[src/hdl/silsu_pkg.sv]
// ----------------------------------------------------------------------------
// Scaled-index load/store unit package
// Shared constants, payload structs, controller states and the command and
// status bundles that join the controller to the datapath.
// ----------------------------------------------------------------------------
package silsu_pkg;

	localparam int MEM_BYTES_DEF = 4096;
	localparam int NUM_REGS_DEF  = 16;

	localparam logic [31:0] ACC_RESET = 32'hFF01_FF01;

	localparam int          WIN_W          = 12;
	localparam logic [11:0] WIN_LOW_RESET  = 12'd1024;
	localparam logic [11:0] WIN_HIGH_RESET = 12'd4092;

	localparam int          CFG_IDX_W    = 2;
	localparam logic [1:0]  CFG_WIN_LOW  = 2'd0;
	localparam logic [1:0]  CFG_WIN_HIGH = 2'd1;

	localparam logic [1:0]  FUNC_LEA   = 2'd0;
	localparam logic [1:0]  FUNC_STORE = 2'd1;
	localparam logic [1:0]  FUNC_LOAD  = 2'd2;

	localparam logic [1:0]  LAST_BYTE = 2'd3;

	typedef struct packed {
		logic [1:0]         func;
		logic [3:0]         dest_reg;
		logic signed [31:0] displacement;
		logic [3:0]         base_reg;
		logic [3:0]         index_reg;
		logic [7:0]         scale;
	} op_t;

	typedef struct packed {
		logic signed [31:0] effective_address;
		logic [31:0]        accumulator_value;
		logic               address_fault;
	} result_t;

	typedef enum logic [3:0] {
		S_CLEAR,
		S_IDLE,
		S_MUL,
		S_ADD,
		S_CHK,
		S_STORE,
		S_LOAD,
		S_WAIT,
		S_RESP
	} state_t;

	typedef struct packed {
		logic       capture;
		logic       mul;
		logic       add;
		logic       chk;
		logic       reg_wr;
		logic       mem_wr;
		logic       mem_rd;
		logic       clr_step;
		logic [1:0] byte_sel;
	} dp_cmd_t;

	typedef struct packed {
		logic [1:0] func;
		logic       fault;
		logic       clr_last;
	} dp_stat_t;

endpackage

[src/hdl/silsu_ctrl.sv]
// ----------------------------------------------------------------------------
// Scaled-index load/store unit controller
// Sequences the memory clear, the address stages, the window check and the
// byte-at-a-time memory access, and issues the result strobe.
// ----------------------------------------------------------------------------
module silsu_ctrl (
	input  logic                clk,
	input  logic                arst_n,
	input  logic                start,
	output logic                busy,
	output logic                done,
	output silsu_pkg::dp_cmd_t  cmd,
	input  silsu_pkg::dp_stat_t stat
);

	silsu_pkg::state_t state_q;
	silsu_pkg::state_t state_d;
	logic [1:0]        cnt_q;
	logic [1:0]        cnt_d;

	always_ff @(posedge clk or negedge arst_n) begin
		if (!arst_n) begin
			state_q <= silsu_pkg::S_CLEAR;
			cnt_q   <= '0;
		end else begin
			state_q <= state_d;
			cnt_q   <= cnt_d;
		end
	end

	always_comb begin
		state_d = state_q;
		cnt_d   = cnt_q;
		cmd     = '0;
		busy    = 1'b1;
		done    = 1'b0;
		case (state_q)
			silsu_pkg::S_CLEAR: begin
				cmd.clr_step = 1'b1;
				if (stat.clr_last) begin
					state_d = silsu_pkg::S_IDLE;
				end
			end
			silsu_pkg::S_IDLE: begin
				busy = 1'b0;
				if (start) begin
					cmd.capture = 1'b1;
					state_d     = silsu_pkg::S_MUL;
				end
			end
			silsu_pkg::S_MUL: begin
				cmd.mul = 1'b1;
				state_d = silsu_pkg::S_ADD;
			end
			silsu_pkg::S_ADD: begin
				cmd.add = 1'b1;
				state_d = silsu_pkg::S_CHK;
			end
			silsu_pkg::S_CHK: begin
				cmd.chk = 1'b1;
				cnt_d   = '0;
				case (stat.func)
					silsu_pkg::FUNC_LEA: begin
						cmd.reg_wr = 1'b1;
						state_d    = silsu_pkg::S_RESP;
					end
					silsu_pkg::FUNC_STORE: begin
						state_d = stat.fault ? silsu_pkg::S_RESP : silsu_pkg::S_STORE;
					end
					silsu_pkg::FUNC_LOAD: begin
						state_d = stat.fault ? silsu_pkg::S_RESP : silsu_pkg::S_LOAD;
					end
					default: begin
						state_d = silsu_pkg::S_RESP;
					end
				endcase
			end
			silsu_pkg::S_STORE: begin
				cmd.mem_wr   = 1'b1;
				cmd.byte_sel = cnt_q;
				cnt_d        = cnt_q + 1'b1;
				if (cnt_q == silsu_pkg::LAST_BYTE) begin
					state_d = silsu_pkg::S_RESP;
				end
			end
			silsu_pkg::S_LOAD: begin
				cmd.mem_rd   = 1'b1;
				cmd.byte_sel = cnt_q;
				cnt_d        = cnt_q + 1'b1;
				if (cnt_q == silsu_pkg::LAST_BYTE) begin
					state_d = silsu_pkg::S_WAIT;
				end
			end
			silsu_pkg::S_WAIT: begin
				// The last byte lands in the accumulator at the end of this cycle.
				state_d = silsu_pkg::S_RESP;
			end
			silsu_pkg::S_RESP: begin
				done    = 1'b1;
				state_d = silsu_pkg::S_IDLE;
			end
			default: begin
				state_d = silsu_pkg::S_IDLE;
			end
		endcase
	end

endmodule

[config.mk]
export PLATFORM = sky130hd
export DESIGN_NAME = silsu_ctrl
export DESIGN_NICKNAME = d
export VERILOG_FILES = /design/src/hdl/silsu_pkg.sv /design/src/hdl/silsu_ctrl.sv
export SDC_FILE = /design/constraint.sdc
export NUM_CORES = 1
export LEC_CHECK = 0
export BUFFER_PORTS_ARGS = -buffer_cell sky130_fd_sc_hd__buf_2
export CORE_AREA = 4 4 41 43
export CTS_CLUSTER_SIZE = 30
export DETAILED_ROUTE_END_ITERATION = 6
export DIE_AREA = 0 0 45 47
export GPL_TIMING_DRIVEN = 1
export PLACE_DENSITY_LB_ADDON = 0.25
export SYNTH_ARGS = -nofsm -noshare
export SYNTH_HDL_FRONTEND = slang
export SYNTH_SLANG_ARGS = --single-unit
[constraint.sdc]
create_clock -name clk -period 1.7 [get_ports clk]
set_clock_uncertainty 0.05 [all_clocks]
set_input_delay 0.255 -clock clk [delete_from_list [all_inputs] [get_ports clk]]
set_output_delay 0.255 -clock clk [all_outputs]
set_load 0.02 [all_outputs]
### Yosys cells after proc, flatten, opt, wreduce, memory -nomap -nowiden

Index checks and enable logic that the tools add are counted.

| word-level totals | value |
|---|---|
| bits in latches | 0 |
| logic and storage cells | 44 |
| memories | 0 |
| register bits after elaboration | 6 |
| bits in read-only memories | 0 |
| input port bits | 7 |
| memory bits (writable) | 0 |
| output and inout bits | 12 |

| operators by class | value |
|---|---|
| bitwise logic cells | 0 |
| magnitude comparators | 0 |
| shift-type cells | 0 |
| multipliers | 0 |
| divide/modulo/power cells | 0 |
| mux-type cells | 21 |
| reduce and logical (&&, ||, !) cells | 5 |
| equality and inequality tests | 15 |
| $add $sub $neg | 1 |

Operators by type and width:

| kind | number |
|---|---|
| case mux 4 bit (8 select lines) | 1 |
| 2-to-1 mux 4 bit | 6 |
| equality test 4 x 3 -> 1 bit, second input constant | 4 |
| 2-to-1 mux 1 bit | 10 |
| equality test 4 x 2 -> 1 bit, second input constant | 2 |
| inequality test 2 bit, second input constant | 4 |
| case mux 4 bit (2 select lines) | 1 |
| equality test 2 bit, second input constant | 2 |
| equality test 4 x 1 -> 1 bit, second input constant | 1 |
| equality test 4 bit, second input constant | 1 |
| logical NOT 4 bit | 1 |
| 2-to-1 mux 2 bit | 2 |
| case mux 2 bit (2 select lines) | 1 |
| AND reduction 4 bit | 1 |
| adder 2 x 1 -> 2 bit, second input constant | 1 |
| equality test 2 x 1 -> 1 bit, second input constant | 1 |
| logical NOT 2 bit | 1 |
| nonzero test 2 bit | 1 |
| OR reduction 2 bit | 1 |

### Depth between registers and ports, before layout

Gate-level depths: netlist of run 1.

| depth | value |
|---|---|
| depth in word-level cells | 3 |
| gate-level depth with buffers | 6 |
| depth with buffers taken out | 6 |

### Least setup slack after synthesis of run 1

No wires, ideal clock.

| path | value |
|---|---|
| path type | register to output |
| start point | register state_q[0] |
| end point | output cmd[2] (netlist name) |
| arrival time | 1,387 ps |
| required time | 1,395 ps |
| slack | 8 ps |
| stages on the path, launching flop included | 4 |
| path buffers | 2 |
| path through | dfrtp_1 buf_6 clkbuf_1 nor4_1 |

RTL lines:

| item | RTL line | RTL |
|---|---|---|
| from (decl) | silsu_ctrl.sv:16 | `silsu_pkg::state_t state_q;` |
| from (signal assigned) | silsu_ctrl.sv:23 | `state_q <= silsu_pkg::S_CLEAR;` |
| from (signal assigned) | silsu_ctrl.sv:26 | `state_q <= state_d;` |
| to (decl) | silsu_ctrl.sv:12 | `output silsu_pkg::dp_cmd_t cmd,` |

==> qor_table.md, run 1 <==
| Group | Metric | Value |
|:---|:---|:---|
| status | Result of the run | completed |
| synthesis | Post-synth net total | 84 |
| grt | First-pass GRT wire length | 2700 um |
| clock network | Buffer type at the clock tree root | sky130_fd_sc_hd__clkbuf_4 |
| grt | Combined global-route utilization of all metal layers | 17.7% |
| pwr | Share of total power in the clock network | 7.6% |
| drt | Post-Route WL | 1750 um |
| final layout | Proportion of layout cells with a drive suffix above 1 | 52.3% |
| timing | Max-slew headroom at the worst pin | 81.2% |
| clock network | CTS tree | yes |
| final layout | Antenna cells | 0 |
| timing | Worst-margin pin slew | 281 ps |
| timing | Time the final worst path needs with I/O delays and setup | 1670 ps |
| worst setup path | Cell at the slowest stage of the critical path | sky130_fd_sc_hd__dfrtp_2 |
| synthesis | Synth unique cells | 31 |
| timing | Final Hold Violating Endpoints | 0 |
| timing | Share of the cycle needed by the critical path after routing | 98.5% |
| worst setup path | Critical Path Start Type | register |
| final layout | Non-filler instance count after layout | 122 |
| grt | Antenna violations before repair | 0 |
| timing | RSZ-0062 raised after global routing | yes |
| worst setup path | FF-to-FF setup slack | 160 ps |
| drt | Routed vias | 696 |
| floorplanning | Initial Utilization | 44.5% |
| pwr | Static leakage power | 0.445 nW |
| drt | Routed wirelength normalized by instance count | 14.3 um |
| timing | Worst hold slack | 321 ps |
| synthesis | Post-synthesis cell count | 73 |
| floorplanning | Die Outline Area | 2120 um^2 |
| final layout | Leading cell type in the layout, fill and taps excluded | sky130_fd_sc_hd__buf_4 |
| pwr | Reported net switching power | 0.000772 W |
| placed design | Placement-stage worst setup slack | 78.7 ps |
| placed design | DP HPWL | 1150 um |
| clock network | Max Buffers Root-to-Sink | 2 |
| final layout | Count of nets after finishing | 120 |
| placed design | Cell total after placement | 107 |
| timing | Worst Setup Slack, final | 25.7 ps |
| worst setup path | Critical setup path kind | register to output pin |
| drt | Pre-antenna DRT Iters | 4 |
| timing | Total of endpoints with negative setup slack in the final report | 0 |
| timing | Upper clock frequency limit | 597 MHz |
| drt | Number of DRC violations after detailed-routing iteration 0 | 16 |
| floorplanning | Top-Level Pins | 19 |
| job | Number of max-capacitance violations reported | 0 |
| timing | Max Slew Vio Count | 0 |
| clock network | Maximum level of the CTS H-tree | 1 |
| synthesis | Average footprint of a synthesized cell | 7.94 um^2 |
| pwr | Pwr per Cell Area | 1850 nW/um^2 |
| synthesis | Register area share after synthesis | 25.9% |
| synthesis | Synth Cell Area | 579 um^2 |
| placed design | Number of port buffers | 18 |
| clock network | Number of buffers inserted during clock tree synthesis | 3 |
| grt | Pin count of the biggest net entering global routing | 9 |
| clock network | Register clock-pin slew on the reported worst setup and hold paths | 50 ps |
| grt | Via count of the first global-routing pass | 680 |
| worst setup path | Cells traversed along the worst timing path | buf_6, nand2b_4, a21oi_2, and2_1, buf_4 |
| pwr | Proportion of power drawn by flip-flops and latches | 19.8% |
| pwr | Internal power component | 0.000887 W |
| clock network | Clock Sinks | 6 |
| synthesis | Count of warnings emitted by yosys | 0 |
| synthesis | Total of flip-flops plus latches after synthesis | 6 |
| worst setup path | Crit end category | output pin |
| worst setup path | Slowest stage delay, CP | 480 ps |
| drt | Via count normalized by instance count | 5.70 |
| drt | DRC Markers | 0 |
| floorplanning | Die boundary width | 45 um |
| pwr | IR Drop Worst-Case VDD | 0.860 mV |
| drt | ANT nets after route | 0 |
| final layout | Synth-to-Final Area Change | 54.9% |
| timing | TNS Setup | 0 ps |
| pwr | Design Power | 0.00166 W |
| pwr | Comb pwr share | 72.5% |
| placed design | Placer congestion estimate | 0.900 |
| worst setup path | Worst endpoint data arrival time | 1370 ps |
| floorplanning | Cell row count | 13 |
| min path | Path type of the worst min-delay path | primary input to async pin |
| clock network | Clock network latency to the later pin of the worst-skew pair | 240 ps |
| floorplanning | Placeable core region | 1300 um^2 |
| grt | Global route total overflow | 0 |
| pwr | Share of total power consumed by net switching | 46.5% |
| final layout | Most frequent cells in the layout | sky130_fd_sc_hd__buf_4 (21), sky130_fd_sc_hd__buf_2 (11), sky130_fd_sc_hd__a21oi_1 (6) |
| floorplanning | Die height | 47 um |
| worst setup path | Critical path data required time | 1390 ps |
| worst setup path | CP max FO | 8 |
Yosys cell counts, drive strengths merged:
master  n  area [um^2]
a211oi  1         7.51
a21oi   7         35.0
a221o   1         10.0
a22oi   1         7.51
a32oi   1         8.76
and2    3         18.8
and3    2         12.5
and3b   1         8.76
buf     4         26.3
clkbuf  1         3.75
dfrtp   6          150
ha      4         50.1
inv     7         26.3
nand2   3         11.3
nand2b  3         21.3
nand3   2         10.0
nand3b  1         7.51
nor2    5         18.8
nor3    3         15.0
nor4    2         12.5
nor4b   1         15.0
o21ai   6         30.0
o22ai   1         6.26
o32ai   2         32.5
or2     2         12.5
or3     2         12.5
xor2    1         8.76
power by group through the flow:
stage	clock, W	combinational (W)	sequential, W
6_report	0.000126	0.00120	0.000329
5_1_grt	0.000146	0.00131	0.000339
4_1_cts	0.000129	0.00101	0.000324
3_5_place_dp	0	0.000869	0.000338
3_3_place_gp	0	0.000864	0.000335
2_1_floorplan	0	0.000700	0.000257
sequential cells by signal (all words and copies together) (netlist names):
signal	flops
cnt_q	2
state_q	4
metrics by stage:
| step | util, % | cell area, um^2 |
|---|---|---|
| CTS | 61.3 | 797 |
| finish | 68.9 | 897 |
| global route | 68.9 | 897 |
| detailed placement | 54.0 | 703 |
| floorplan | - | 579 |
| global placement | 54.0 | 703 |
area by class of cell:
| class | count | area [um^2] |
|---|---|---|
| inverter | 7 | 26.3 |
| fill | 117 | 404 |
| timing repair buffer | 36 | 256 |
| tap | 15 | 18.8 |
| multi-input combinational | 55 | 418 |
| clock buffer | 3 | 22.5 |
| sequential | 6 | 155 |
kinds of logic (layout without fill, tap and decap cells):
kind of cell | count (synthesis) | after routing | share of synthesized area (%)
and+or+nand+nor | 30 | 30 | 30.5
buffers and inverters | 12 | 46 | 9.72
xor gates and xnor gates | 1 | 1 | 1.51
adders and majority gates | 4 | 4 | 8.64
AOI/OAI and AO/OA | 20 | 20 | 23.8
DFF | 6 | 6 | 25.9
critical path: cells and delay by family (launching register included):
kind / cells / cell delay, ps
simple gates: 2 / 220
buf+inv: 2 / 270
flops: 1 / 480
compound gates: 1 / 160
what timing repair did:
| item | CTS | global route |
|---|---|---|
| hold endpoints to repair | 6 | 0 |
| endpoints found under the setup margin | 7 | 10 |
| hold buffers | 1 | 0 |
| cloned | 0 | 0 |
| gates resized for setup | 5 | 17 |
| pin swaps | 0 | 3 |
| setup buffers | 6 | 5 |
path summary, 6_finish.rpt:
path                                         from                      to  cells past startpoint
max reg2reg                  cnt_q[1]$_DFFE_PN0P_  state_q[1]$_DFFE_PN0P_                      5
min in group clk                          stat[0]  state_q[0]$_DFFE_PN0P_                      4
min                                        arst_n    cnt_q[0]$_DFFE_PN0P_                      2
max                        state_q[0]$_DFFE_PN0P_                  cmd[0]                      5
min reg2reg                  cnt_q[1]$_DFFE_PN0P_    cnt_q[1]$_DFFE_PN0P_                      1
max in group asynchronous                  arst_n  state_q[3]$_DFFE_PN0P_                      2
routing by layer:
metal,global-route usage [%],vias to the layer above,part of all wire (%)
li1,-,333,-
met1,19.3,320,43
met2,32.2,39,48
met3,2.68,4,6.4
met4,11.1,0,1.7
met5,0,-,0
Power figures use the tool's default switching activity.
==> run 2: changes to the inputs <==
--- a/config.mk
+++ b/config.mk
@@ -6,10 +6,11 @@
 export NUM_CORES = 1
 export LEC_CHECK = 0
 export BUFFER_PORTS_ARGS = -buffer_cell sky130_fd_sc_hd__buf_2
-export CORE_AREA = 4 4 41 43
+export CORE_ASPECT_RATIO = 0.8
+export CORE_MARGIN = 4
+export CORE_UTILIZATION = 30
 export CTS_CLUSTER_SIZE = 30
 export DETAILED_ROUTE_END_ITERATION = 6
-export DIE_AREA = 0 0 45 47
 export GPL_TIMING_DRIVEN = 1
 export PLACE_DENSITY_LB_ADDON = 0.25
 export SYNTH_ARGS = -nofsm -noshare
==> run 2 against run 1 <==
  * Via count shrank 1.4%
  * Maximum frequency shrank 0.14%
  * Die area up 28%
  * Largest cell class unchanged
  * Largest power group unchanged
  * Clock power increased by 6%
==> qor_table.md, run 2 (synthesis gave the netlist of run 1 again) <==
| Group | Metric | Value |
|:---|:---|:---|
| drt | Post-Route WL | 1780 um |
| status | Result of the run | completed |
| drt | Routed wirelength normalized by instance count | 13.8 um |
| drt | DRC Markers | 0 |
| worst setup path | Critical setup path kind | register to output pin |
| timing | Worst Setup Slack, final | 23.3 ps |
| clock network | Maximum level of the CTS H-tree | 1 |
| grt | Pin count of the biggest net entering global routing | 9 |
| final layout | Most flops, register | state_q |
| worst setup path | Most common cell on crit path | sky130_fd_sc_hd__buf_4 |
| timing | Time the final worst path needs with I/O delays and setup | 1680 ps |
| final layout | Synth-to-Final Area Change | 52.7% |
| timing | Share of the cycle needed by the critical path after routing | 98.6% |
| pwr | IR Drop Worst-Case VDD | 1.01 mV |
| placed design | Placement-stage worst setup slack | 87.5 ps |
| placed design | Placer congestion estimate | 0.784 |
| final layout | Area of combinational cells with multiple inputs | 420 um^2 |
| worst setup path | FF-to-FF setup slack | 150 ps |
| clock network | Max Buffers Root-to-Sink | 2 |
| timing | Final Hold Violating Endpoints | 0 |
| grt | Antenna violations before repair | 0 |
| floorplanning | Die Outline Area | 2700 um^2 |
| worst setup path | Critical Path Start Type | register |
| final layout | Most frequent cells in the layout | sky130_fd_sc_hd__buf_2 (19), sky130_fd_sc_hd__buf_4 (14), sky130_fd_sc_hd__a21oi_1 (6) |
| worst setup path | Crit end category | output pin |
| timing | TNS Setup | 0 ps |
| floorplanning | Die height | 47.3 um |
| grt | Global route total overflow | 0 |
| timing | RSZ-0062 raised after global routing | yes |
| worst setup path | Worst endpoint data arrival time | 1370 ps |
| job | Number of max-capacitance violations reported | 0 |
| final layout | Max reg flops | 4 |
| final layout | Area taken by flip-flops and latches | 155 um^2 |
| floorplanning | Die boundary width | 57.1 um |
| placed design | Cell total after placement | 114 |
| floorplanning | Placeable core region | 1720 um^2 |
| worst setup path | Cells traversed along the worst timing path | buf_4, nand2b_4, buf_4, nor3_1, buf_2 |
| timing | Total of endpoints with negative setup slack in the final report | 0 |
| clock network | Number of buffers inserted during clock tree synthesis | 3 |
| final layout | Antenna cells | 0 |
| clock network | Clock Sinks | 6 |
| placed design | Number of port buffers | 18 |
| timing | Upper clock frequency limit | 596 MHz |
| floorplanning | Top-Level Pins | 19 |
| placed design | DP HPWL | 1200 um |
| final layout | Proportion of layout cells with a drive suffix above 1 | 51.4% |
| grt | Combined global-route utilization of all metal layers | 13.4% |
| final layout | Leading cell type in the layout, fill and taps excluded | sky130_fd_sc_hd__buf_2 |
| clock network | CTS tree | yes |
| worst setup path | Slowest stage delay, CP | 460 ps |
| drt | ANT nets after route | 0 |
| drt | Routed vias | 686 |
| timing | Max-slew headroom at the worst pin | 83.3% |
| clock network | Clock network latency to the later pin of the worst-skew pair | 250 ps |
| pwr | Pwr per Cell Area | 1860 nW/um^2 |
| worst setup path | CP max FO | 7 |
| drt | Number of DRC violations after detailed-routing iteration 0 | 21 |
| min path | Path type of the worst min-delay path | primary input to async pin |
| grt | Via count of the first global-routing pass | 604 |
| floorplanning | Initial Utilization | 33.6% |
| final layout | Count of nets after finishing | 120 |
| drt | Pre-antenna DRT Iters | 4 |
| final layout | Regs by FF count | state_q: 4 flops, cnt_q: 2 flops |
| pwr | Static leakage power | 0.439 nW |
| pwr | Design Power | 0.00165 W |
| drt | Via count normalized by instance count | 5.32 |
| clock network | Register clock-pin slew on the reported worst setup and hold paths | 40 ps |
| worst setup path | Critical path data required time | 1390 ps |
| final layout | Utilization of the core after routing | 51.3% |
| timing | Worst-margin pin slew | 250 ps |
| worst setup path | Cell at the slowest stage of the critical path | sky130_fd_sc_hd__dfrtp_2 |
| final layout | Non-filler instance count after layout | 129 |
| clock network | Buffer type at the clock tree root | sky130_fd_sc_hd__clkbuf_4 |
| floorplanning | Cell row count | 13 |
| timing | Max Slew Vio Count | 0 |
| final layout | Fill cells | 166 |
| grt | First-pass GRT wire length | 2620 um |
[run 2: cell count changes in the layout (fill, tap and decap cells not counted)]
cell                      change
sky130_fd_sc_hd__buf_4        -7
sky130_fd_sc_hd__nor3_2       -1
sky130_fd_sc_hd__buf_2        +8
sky130_fd_sc_hd__buf_6        -1
sky130_fd_sc_hd__a21oi_4      +1
sky130_fd_sc_hd__a21oi_2      -1
sky130_fd_sc_hd__nor3_1       +1
[run 2: critical path: cells and delay by family (launching register included)]
kind	cells	cell delay, ps
buf+inv	3	490
simple gates	2	180
flops	1	460
[run 2: final timing paths]
check,start,end,cells after the start
worst max-delay path,state_q[1]$_DFFE_PN0P_,cmd[8],5
worst min-delay path,arst_n,state_q[2]$_DFFE_PN0P_,2
worst max register to register,cnt_q[1]$_DFFE_PN0P_,state_q[1]$_DFFE_PN0P_,5
worst min register to register,cnt_q[1]$_DFFE_PN0P_,cnt_q[1]$_DFFE_PN0P_,1
max in group asynchronous,arst_n,state_q[3]$_DFFE_PN0P_,2
min in group clk,stat[1],state_q[3]$_DFFE_PN0P_,5
[run 2: timing repair]
action	4_1_cts	5_1_grt
cloned	0	0
hold endpoints to repair	6	0
gates resized for setup	5	9
pin swaps	0	1
endpoints found under the setup margin	9	9
setup buffers	4	7
hold buffers	1	0
[run 2: cell type report]
class | instances | share of cell area [%]
Clock buffer | 3 | 2.55
Inverter | 7 | 2.97
Multi-Input combinational cell | 55 | 47.5
Sequential cell | 6 | 17.5
Tap cell | 22 | 3.11
Timing Repair Buffer | 36 | 26.3
[run 2: metal layers]
metal	up-vias	routed length (um)	global-route usage (%)
li1	331	-	-
met4	0	62	9.26
met3	8	148	3.57
met5	-	0	0
met1	309	771	15.3
met2	38	794	22.6
[run 2: power by group]
group / switching (W) / internal (W)
Sequential: 0.000111 / 0.000215
Combinational: 0.000622 / 0.000565
Clock: 0.0000541 / 0.0000800
[run 2: per-stage QoR]
step           area, um^2  hold WS, ps
6_report              885          302
5_1_grt               885          317
4_1_cts               785          306
3_5_place_dp          712         32.7
3_3_place_gp          712         30.8
2_1_floorplan         579        -90.6
